### config.mk
export PLATFORM = sky130hd
export DESIGN_NAME = record_integrity_checker_top
export DESIGN_NICKNAME = d
export VERILOG_FILES = /design/src/hdl/ric_pkg.sv /design/src/hdl/record_integrity_checker_top.sv /design/src/hdl/ric_record.sv
export SDC_FILE = /design/constraint.sdc
export NUM_CORES = 1
export LEC_CHECK = 0
export BUFFER_PORTS_ARGS = -buffer_cell sky130_fd_sc_hd__buf_2
export CORE_MARGIN = 2
export CORE_UTILIZATION = 44
export CTS_BUF_LIST = sky130_fd_sc_hd__clkbuf_4
export DETAILED_ROUTE_END_ITERATION = 10
export PLACE_DENSITY = 0.65
export SLEW_MARGIN = 20
export SYNTH_ARGS = -nofsm -noshare
export SYNTH_HDL_FRONTEND = slang
export SYNTH_SLANG_ARGS = --single-unit
export TNS_END_PERCENT = 30
### constraint.sdc
create_clock -name clk -period 5.2 [get_ports clk]
set_input_delay 0 -clock clk [delete_from_list [all_inputs] [get_ports clk]]
set_output_delay 0 -clock clk [all_outputs]
set_load 0.05 [all_outputs]
### src/hdl/ric_pkg.sv
`timescale 1ns / 1ps
// ----------------------------------------------------------------------------
// ric_pkg: shared types and constants of the record integrity checker
// Record layout, register map, fail codes and the CRC-32 byte update.
// ----------------------------------------------------------------------------
package ric_pkg;

	localparam int ID_BYTES  = 32;
	localparam int ID_WORDS  = ID_BYTES / 8;
	localparam int REC_LEN   = 44;
	localparam int CRC_END   = 8 + ID_BYTES;
	localparam int COUNT_W   = 6;
	localparam int PADDR_W   = 6;
	localparam int PDATA_W   = 64;

	localparam logic [COUNT_W-1:0] COUNT_MAX = '1;
	localparam logic [31:0] CRC_POLY       = 32'hEDB8_8320;
	localparam logic [31:0] CRC_ONES       = 32'hFFFF_FFFF;
	localparam logic [31:0] MAGIC_RESET    = 32'h4E55_564C;
	localparam logic [15:0] VERSION_RESET  = 16'd1;
	localparam logic [7:0]  STATE_ACTIVE   = 8'd1;
	localparam logic [7:0]  STATE_STANDBY  = 8'd2;

	// Register index, taken from paddr[5:3].
	typedef enum logic [2:0] {
		REG_MAGIC   = 3'd0,
		REG_VERSION = 3'd1,
		REG_ID0     = 3'd2,
		REG_ID1     = 3'd3,
		REG_ID2     = 3'd4,
		REG_ID3     = 3'd5
	} reg_idx_t;

	typedef enum logic [2:0] {
		FAIL_NONE     = 3'd0,
		FAIL_LENGTH   = 3'd1,
		FAIL_MAGIC    = 3'd2,
		FAIL_VERSION  = 3'd3,
		FAIL_RESERVED = 3'd4,
		FAIL_STATE    = 3'd5,
		FAIL_IDENTITY = 3'd6,
		FAIL_CRC      = 3'd7
	} fail_code_t;

	typedef struct packed {
		logic [31:0]                 magic;
		logic [15:0]                 version;
		logic [ID_WORDS-1:0][63:0]   id_word;
	} cfg_t;

	typedef struct packed {
		logic        ok;
		fail_code_t  code;
		logic [7:0]  state;
	} verdict_t;

	// Reflected CRC-32 update over one byte, bit at a time.
	function automatic logic [31:0] crc_byte(input logic [31:0] crc, input logic [7:0] b);
		logic [31:0] c;
		c = crc ^ {24'd0, b};
		for (int k = 0; k < 8; k++) begin
			c = c[0] ? ((c >> 1) ^ CRC_POLY) : (c >> 1);
		end
		return c;
	endfunction

endpackage

### src/hdl/record_integrity_checker_top.sv
`timescale 1ns / 1ps
// ----------------------------------------------------------------------------
// record_integrity_checker_top: state record integrity checker
// Checks a 44-byte record streamed one byte per item and reports a verdict.
// ----------------------------------------------------------------------------
// Usage: a record enters on the input channel (in_valid / in_ready) as one
// item per byte, data_byte in storage order, with last_byte set on the final
// byte. Only the final byte produces a result on the output channel
// (out_valid / out_ready): record_ok, fail_code and the captured state_value.
// Bytes 0 to 39 are covered by a reflected CRC-32 that is compared with the
// stored CRC in bytes 40 to 43; length, magic, version, reserved byte, state
// and identity are checked too, and the first failure is reported.
// Throughput is one byte per cycle while no final byte waits for the output
// register; each item passes the input register, where the CRC byte update
// and the field capture are done. The final byte's verdict is then loaded
// into the output register, which drives out_valid.
// When the receiver stalls, the result waits in the output register while
// further non-final bytes are still taken; a second final byte waits in the
// input register until the output register frees up.
// Reset clears the record state and the pipeline and loads the register
// defaults. Registers sit on an APB port at byte address 8*index, 64 bits.
// ----------------------------------------------------------------------------
module record_integrity_checker_top (
	input  logic                        clk,
	input  logic                        arst_n,
	// APB configuration port
	input  logic                        psel,
	input  logic                        penable,
	input  logic                        pwrite,
	input  logic [ric_pkg::PADDR_W-1:0] paddr,
	input  logic [ric_pkg::PDATA_W-1:0] pwdata,
	output logic [ric_pkg::PDATA_W-1:0] prdata,
	output logic                        pready,
	// Byte input channel
	input  logic                        in_valid,
	output logic                        in_ready,
	input  logic [7:0]                  data_byte,
	input  logic                        last_byte,
	// Verdict output channel
	output logic                        out_valid,
	input  logic                        out_ready,
	output logic                        record_ok,
	output logic [2:0]                  fail_code,
	output logic [7:0]                  state_value
);
	import ric_pkg::*;

	cfg_t      cfg_q;
	reg_idx_t  reg_idx;
	logic      wr_en;

	logic       valid_s1;
	logic [7:0] byte_s1;
	logic       last_s1;
	logic       advance_s1;

	verdict_t  verdict;
	verdict_t  res_s2;
	logic      valid_s2;

	// ------------------------------------------------------------------
	// Configuration registers. The register index comes from the address
	// bits above the 8-byte lane; unused indexes read as zero and ignore
	// writes.
	// ------------------------------------------------------------------
	assign pready  = 1'b1;
	assign reg_idx = reg_idx_t'(paddr[PADDR_W-1:3]);
	assign wr_en   = psel && penable && pwrite;

	always_ff @(posedge clk or negedge arst_n) begin
		if (!arst_n) begin
			cfg_q.magic   <= MAGIC_RESET;
			cfg_q.version <= VERSION_RESET;
			cfg_q.id_word <= '0;
		end else if (wr_en) begin
			unique case (reg_idx)
				REG_MAGIC:   cfg_q.magic      <= pwdata[31:0];
				REG_VERSION: cfg_q.version    <= pwdata[15:0];
				REG_ID0:     cfg_q.id_word[0] <= pwdata;
				REG_ID1:     cfg_q.id_word[1] <= pwdata;
				REG_ID2:     cfg_q.id_word[2] <= pwdata;
				REG_ID3:     cfg_q.id_word[3] <= pwdata;
				default: ;
			endcase
		end
	end

	always_comb begin
		unique case (reg_idx)
			REG_MAGIC:   prdata = {32'd0, cfg_q.magic};
			REG_VERSION: prdata = {48'd0, cfg_q.version};
			REG_ID0:     prdata = cfg_q.id_word[0];
			REG_ID1:     prdata = cfg_q.id_word[1];
			REG_ID2:     prdata = cfg_q.id_word[2];
			REG_ID3:     prdata = cfg_q.id_word[3];
			default:     prdata = '0;
		endcase
	end

	// ------------------------------------------------------------------
	// Input register. A non-final byte always moves on; a final byte
	// moves on only when the output register is free or being emptied.
	// ------------------------------------------------------------------
	assign advance_s1 = valid_s1 && (!last_s1 || !valid_s2 || out_ready);
	assign in_ready   = !valid_s1 || advance_s1;

	always_ff @(posedge clk or negedge arst_n) begin
		if (!arst_n) begin
			valid_s1 <= 1'b0;
		end else if (in_ready) begin
			valid_s1 <= in_valid;
		end
	end

	always_ff @(posedge clk) begin
		if (in_valid && in_ready) begin
			byte_s1 <= data_byte;
			last_s1 <= last_byte;
		end
	end

	// Record state, CRC and verdict.
	ric_record u_record (
		.clk       (clk),
		.arst_n    (arst_n),
		.byte_en   (advance_s1),
		.data_byte (byte_s1),
		.last_byte (last_s1),
		.cfg       (cfg_q),
		.verdict   (verdict)
	);

	// ------------------------------------------------------------------
	// Output register holding the verdict until the receiver takes it.
	// ------------------------------------------------------------------
	always_ff @(posedge clk or negedge arst_n) begin
		if (!arst_n) begin
			valid_s2 <= 1'b0;
		end else if (advance_s1 && last_s1) begin
			valid_s2 <= 1'b1;
		end else if (out_ready) begin
			valid_s2 <= 1'b0;
		end
	end

	always_ff @(posedge clk) begin
		if (advance_s1 && last_s1) begin
			res_s2 <= verdict;
		end
	end

	assign out_valid   = valid_s2;
	assign record_ok   = res_s2.ok;
	assign fail_code   = res_s2.code;
	assign state_value = res_s2.state;

endmodule

### src/hdl/ric_record.sv
`timescale 1ns / 1ps
// ----------------------------------------------------------------------------
// ric_record: record state and verdict logic
// Tracks position, CRC and captured fields of the current record and forms
// the verdict for the final byte.
// ----------------------------------------------------------------------------
module ric_record (
	input  logic                clk,
	input  logic                arst_n,
	input  logic                byte_en,
	input  logic [7:0]          data_byte,
	input  logic                last_byte,
	input  ric_pkg::cfg_t       cfg,
	output ric_pkg::verdict_t   verdict
);
	import ric_pkg::*;

	logic [COUNT_W-1:0] count_q;
	logic [31:0]        crc_q;
	logic [31:0]        magic_q;
	logic [15:0]        version_q;
	logic [7:0]         state_q;
	logic [7:0]         reserved_q;
	logic [31:0]        crc_stored_q;
	logic               id_mismatch_q;

	logic [31:0]        crc_d;
	logic [31:0]        magic_d;
	logic [15:0]        version_d;
	logic [7:0]         state_d;
	logic [7:0]         reserved_d;
	logic [31:0]        crc_stored_d;
	logic               id_mismatch_d;
	logic [COUNT_W-1:0] count_d;
	logic [COUNT_W-1:0] id_pos;
	logic [7:0]         id_bytes [ID_BYTES];
	logic [7:0]         want;

	// Identity byte i sits in word i/8, byte 0 of a word in its top bits.
	always_comb begin
		for (int i = 0; i < ID_BYTES; i++) begin
			id_bytes[i] = cfg.id_word[i[4:3]][8*(7-i[2:0]) +: 8];
		end
	end

	assign id_pos = count_q - COUNT_W'(8);
	assign want   = id_bytes[id_pos[4:0]];

	always_comb begin
		crc_d         = crc_q;
		magic_d       = magic_q;
		version_d     = version_q;
		state_d       = state_q;
		reserved_d    = reserved_q;
		crc_stored_d  = crc_stored_q;
		id_mismatch_d = id_mismatch_q;
		count_d       = (count_q != COUNT_MAX) ? count_q + 1'b1 : count_q;

		if (count_q < COUNT_W'(CRC_END)) begin
			crc_d = crc_byte(crc_q, data_byte);
		end

		priority if (count_q < COUNT_W'(4)) begin
			magic_d[8*count_q[1:0] +: 8] = data_byte;
		end else if (count_q < COUNT_W'(6)) begin
			version_d[8*count_q[0] +: 8] = data_byte;
		end else if (count_q == COUNT_W'(6)) begin
			state_d = data_byte;
		end else if (count_q == COUNT_W'(7)) begin
			reserved_d = data_byte;
		end else if (count_q < COUNT_W'(CRC_END)) begin
			if (want != data_byte) begin
				id_mismatch_d = 1'b1;
			end
		end else if (count_q < COUNT_W'(REC_LEN)) begin
			crc_stored_d[8*id_pos[1:0] +: 8] = data_byte;
		end else begin
			// Bytes past the stored CRC are not captured.
		end
	end

	// The check order decides which failure is reported.
	always_comb begin
		priority if (count_q != COUNT_W'(REC_LEN - 1)) begin
			verdict.code = FAIL_LENGTH;
		end else if (magic_d != cfg.magic) begin
			verdict.code = FAIL_MAGIC;
		end else if (version_d != cfg.version) begin
			verdict.code = FAIL_VERSION;
		end else if (reserved_d != 8'd0) begin
			verdict.code = FAIL_RESERVED;
		end else if (state_d != STATE_ACTIVE && state_d != STATE_STANDBY) begin
			verdict.code = FAIL_STATE;
		end else if (id_mismatch_d) begin
			verdict.code = FAIL_IDENTITY;
		end else if ((crc_d ^ CRC_ONES) != crc_stored_d) begin
			verdict.code = FAIL_CRC;
		end else begin
			verdict.code = FAIL_NONE;
		end
		verdict.ok    = (verdict.code == FAIL_NONE);
		verdict.state = state_d;
	end

	always_ff @(posedge clk or negedge arst_n) begin
		if (!arst_n) begin
			count_q       <= '0;
			crc_q         <= CRC_ONES;
			magic_q       <= '0;
			version_q     <= '0;
			state_q       <= '0;
			reserved_q    <= '0;
			crc_stored_q  <= '0;
			id_mismatch_q <= 1'b0;
		end else if (byte_en) begin
			if (last_byte) begin
				count_q       <= '0;
				crc_q         <= CRC_ONES;
				magic_q       <= '0;
				version_q     <= '0;
				state_q       <= '0;
				reserved_q    <= '0;
				crc_stored_q  <= '0;
				id_mismatch_q <= 1'b0;
			end else begin
				count_q       <= count_d;
				crc_q         <= crc_d;
				magic_q       <= magic_d;
				version_q     <= version_d;
				state_q       <= state_d;
				reserved_q    <= reserved_d;
				crc_stored_q  <= crc_stored_d;
				id_mismatch_q <= id_mismatch_d;
			end
		end
	end

endmodule

# Yosys cells after proc, flatten, opt, wreduce, memory -nomap -nowiden
# Cells that the tools add are included.
[totals]
out_inout_bits = 79
ff_bits = 462
word_cells = 143
inputBits = 86
[classes]
bitwise_logic = 11
mux = 56
n_reduce_logical = 24
eq_ne = 15
magnitude_cmp = 5
shift = 6
addsub = 5
[ops]
columns = ["op", "n"]
rows = [
  ["2-to-1 mux 32 bit", 19],
  ["one-hot mux 64 bit (6 select lines)", 1],
  ["inverter 13 -> 14 bit", 8],
  ["2-to-1 mux 8 bit", 11],
  ["negation 5 -> 34 bit", 2],
  ["variable shift 8 x 34 -> 32 bit (first input constant)", 2],
  ["variable part select 8 x 34 -> 32 bit", 2],
  ["bitwise mux 32 bit", 2],
  ["inequality test 32 bit", 2],
  ["2-to-1 mux 16 bit", 3],
  ["binary-select mux 8 bit (select 5 bit)", 1],
  ["negation 4 -> 34 bit", 1],
  ["variable shift 8 x 34 -> 16 bit (first input constant)", 1],
  ["variable part select 8 x 34 -> 16 bit", 1],
  ["inverter 32 bit", 1],
  ["bitwise XOR 32 x 8 -> 32 bit", 1],
  ["2-to-1 mux 3 bit", 7],
  ["bitwise mux 16 bit", 1],
  ["inequality test 16 bit", 1],
  ["AND reduction 2 bit", 7],
  ["equality test 6 x 3 -> 1 bit (second input constant)", 2],
  ["less-than comparator 6 x 3 -> 1 bit (second input constant)", 2],
  ["less-than comparator 6 bit (second input constant)", 2],
  ["2-to-1 mux 6 bit", 2],
  ["18 further kinds", 40],
]

# Longest topological paths before layout
[depth]
word_depth = 28
ltp_mapped = 16
mapped_depth_nobuf = 11

# Cells and area by module
# A second synthesis with hierarchy kept.
[unflattened]
cells_unflattened = 2269
area_unflattened_um2 = 26807.0
[by_module_without_submodules]
columns = ["module", "area_each_um2", "cells_each", "instances"]
rows = [
  ["record_integrity_checker_top", 14675.3, 972, 1],
  ["ric_record", 12131.6, 1297, 1],
]

# Worst setup path before layout
# No wires, ideal clock.
[synth_timing]
path_kind = "register to register"
from = "register u_record.count_q[1]"
to = "register res_s2 (netlist bit fail_code[1]), data pin"
n_path_buf = 5
setup_time_ns = 0.254
slack_ns = 0.876
stages_incl_launch_ff = 17
synth_period_minus_slack_ns = 4.324
arrival_ns = 4.069
path_cell_list = "dfrtp_1 > buf_2 > buf_1 > buf_1 > inv_1 > ha_1 > clkbuf_1 > nor3b_1 > clkbuf_1 > nand4_1 > and3_1 > nor4b_1 > nand4_1 > or4b_4 > nor4_4 > nand2_1 > o21a_1"
[synth_rtl]
columns = ["item", "line_no", "rtl"]
rows = [
  ["from (decl)", "ric_record.sv:18", "logic [COUNT_W-1:0] count_q;"],
  ["from (signal assigned)", "ric_record.sv:126", "count_q <= count_d;"],
  ["to (signal assigned)", "record_integrity_checker_top.sv:148", "res_s2 <= verdict;"],
  ["to (decl)", "record_integrity_checker_top.sv:58", "verdict_t res_s2;"],
]

==> flow_summary.toml <==
[run_status]
status = "finished clean"

[setup_path]
regToRegEndpoint = "fail_code[2]"
path_max_fanout = 13
crit_type = "reg -> reg"
crit_start = "u_record.count_q[3]"
r2r-start = "u_record.count_q[3]"
critPathRequiredTime_ns = 5.92
cp-start-kind = "flop"
r2r_slack_ns = 0.55
worstPathArrival_ns = 5.36
rr_worst_depth = 12
cp-end-kind = "flop"

[placed_design]
place_area_sq_mm = 0.02816
dp_slack_ns = 0.6705
dp_cells = 3175
port_buffers = 160
place_congestion = 0.9470
dp_hpwl_microns = 58990

[logic_synthesis]
synth_fp_nets = 2448
yosysSeqAreaShare = 0.4415
postSynthCellCount = 2354
synth_edf_count = 21
yosys_warnings = 0
async_reset_ff_frac = 0.9545
synth_ff_type = "dfrtp_1"
ys_seq_elements = 462
postSynthAreaPerCell_sq_um = 11.28
synth_cell_types = 84
synth_area_sq_mm = 0.02656

[cts]
postCtsSetupBuffers = 0
cts_buffers = 135
clock-sinks = 462
cts_root_buf = "clkbuf_4"
htree_levels = 4
clk-insertion-delay-late_ns = 1.02
clockBufferDepth = 3
clk_pin_slew_ns = 0.07
cts_tree = "done"

[hold_path]
worst_hold_path_type = "in -> reg"
whs_endpoint = "cfg_q[48]"
min_from = "paddr[5]"
min_path_cells = 6

[timing]
setup_violations = 0
min_period_ns = 4.646
period_share = 0.8935
finalMaxSlewViolations = 0
hold_slack_ns = 0.1261
skew_ns = 0.07056
fin_setup_tns_ns = 0
tightest_slew_ns = 1.039
slew_headroom = 0.3056
fmax_ghz = 0.2152
hold_violations = 0
setup_ws_ns = 0.5539
rsz0062_at_grt = "false"

[power]
power_density_mw_per_mm2 = 460.0
p_leak_nw = 13.94
vdd_drop_max_mv = 0.2167
p_total_mw = 14.54

[routing]
totalWireLength_microns = 87740
viasPerCell = 6.130
wl_met3_microns = 6215
post-route-drc-count = 0
dr.first_iter.drc_count = 1984
routed.top_layer = "met5"
vias = 21980
drt-pass1-iter-count = 6
ant_nets = 0
wire_per_inst_microns = 24.47
wl_met2_microns = 41540
wl_met1_microns = 35770

[final_layout]
final_cell_mix = "dfrtp_1 (391), mux2_2 (309), mux2i_1 (205)"
syn_to_final_growth_pct = 19.03
fin_util = 0.5267
layout.cells.non_filler = 3585
final_area_sq_mm = 0.03161
layout-drive-gt1-share = 0.3129
final_nets = 2788
layout_commonest_cell = "dfrtp_1"

[floorplan]
io_pins = 165
initial_core_util = 0.4425
core_area_sq_mm = 0.06002
die_h_microns = 249.7
die_x_microns = 249.7
placementRows = 90
dieArea_sq_mm = 0.06234

[global_routing]
grt_max_degree = 173
antenna_found_initial = 6
grt_pass1_wl_microns = 134800
grt_overflow = 0
grt.total_usage = 0.2820
grt_pass1_vias = 22210

[run]
drv_cap = 0
==> synth_stat cells (25+ instances only) <==
| library cell | number | area [sq um] |
|---|---|---|
| a21oi_1 | 119 | 595.6 |
| a22oi_1 | 46 | 345.3 |
| buf_1 | 30 | 112.6 |
| buf_2 | 25 | 125.1 |
| clkbuf_1 | 117 | 439.2 |
| dfrtp_1 | 393 | 9834 |
| dfstp_2 | 48 | 1261 |
| inv_1 | 36 | 135.1 |
| mux2_2 | 309 | 3480 |
| mux2i_1 | 205 | 2052 |
| mux4_2 | 43 | 968.4 |
| nand2_1 | 142 | 533.0 |
| nand4_1 | 34 | 212.7 |
| nor2_1 | 104 | 390.4 |
| o21ai_0 | 130 | 650.6 |
| o22ai_1 | 50 | 312.8 |
| xnor2_1 | 66 | 578.1 |
| xor2_1 | 42 | 367.9 |
==> where the power goes <==
| part | internal, mW | switching (mW) | total [mW] |
|---|---|---|---|
| clock network | 1.90 | 1.71 | 3.61 |
| logic | 2.63 | 3.15 | 5.78 |
| registers | 4.41 | 0.739 | 5.15 |
| total | 8.94 | 5.60 | 14.5 |
==> layer usage <==
layer  GRT usage  vias to the layer above
li1            -                     9596
met1      0.3642                    11130
met2      0.4494                     1012
met3     0.05444                      239
met4      0.1508                        4
met5           0                        -
==> how the worst max path moves through the flow <==
stage	depth (start not counted)	end	slack [ns]
global route	12	record_ok	0.26
global placement	12	fail_code[2]	0.73
finish	12	fail_code[2]	0.55
CTS	11	fail_code[0]	0.62
detailed placement	11	fail_code[0]	0.67
floorplan	16	fail_code[1]	0.88
==> state kept, by name (all words and copies together) (netlist names) <==
signal	count
u_record.magic_q	32
byte_s1	8
u_record.reserved_q	8
u_record.id_mismatch_q	1
out_valid	1
u_record.crc_q	32
valid_s1	1
u_record.count_q	6
last_s1	1
fail_code	3
state_value	8
u_record.version_q	16
u_record.state_q	8
u_record.crc_stored_q	32
cfg_q	304
record_ok	1
==> cell families (layout without fill, tap and decap cells) <==
| kind of cell | count (synthesis) | count (layout) | synth area share |
|---|---|---|---|
| multiplexers | 557 | 557 | 0.2447 |
| AO/OA/AOI/OAI | 519 | 519 | 0.1254 |
| flip-flops | 462 | 462 | 0.4415 |
| AND/OR/NAND/NOR | 446 | 446 | 0.08664 |
| buffers and inverters | 217 | 659 | 0.03298 |
| XOR/XNOR | 144 | 144 | 0.06483 |
| adder cells (fa/ha/maj) | 8 | 8 | 0.003769 |
| other | 1 | 8 | 0.0001412 |
==> cell type report <==
class / count / area [sq um]
sequential: 462 / 11730
inverter: 37 / 138.9
antenna: 7 / 17.52
fill: 5265 / 28410
clock buffer: 204 / 1531
timing repair buffer: 383 / 2963
multi-input combinational: 1675 / 14020
tap: 782 / 978.4
clock inverter: 35 / 235.2
==> worst max-delay path, cell delays in order (launching register included) <==
cell,delay [ns]
dfrtp_1,0.68
inv_1,0.30
ha_1,0.77
clkinv_1,0.25
buf_4,0.24
o221ai_1,0.10
o22ai_1,0.11
a221oi_1,0.54
xor2_1,0.15
o41ai_1,0.64
buf_4,0.26
nand4_1,0.12
o21ba_1,0.22
==> repair_timing <==
action / 4_1_cts / 5_1_grt
resized for setup: 0 / 0
hold buffers: 164 / 0
endpoints found under the hold margin: 834 / 0
Note: power is estimated with default switching activity, not from simulation.
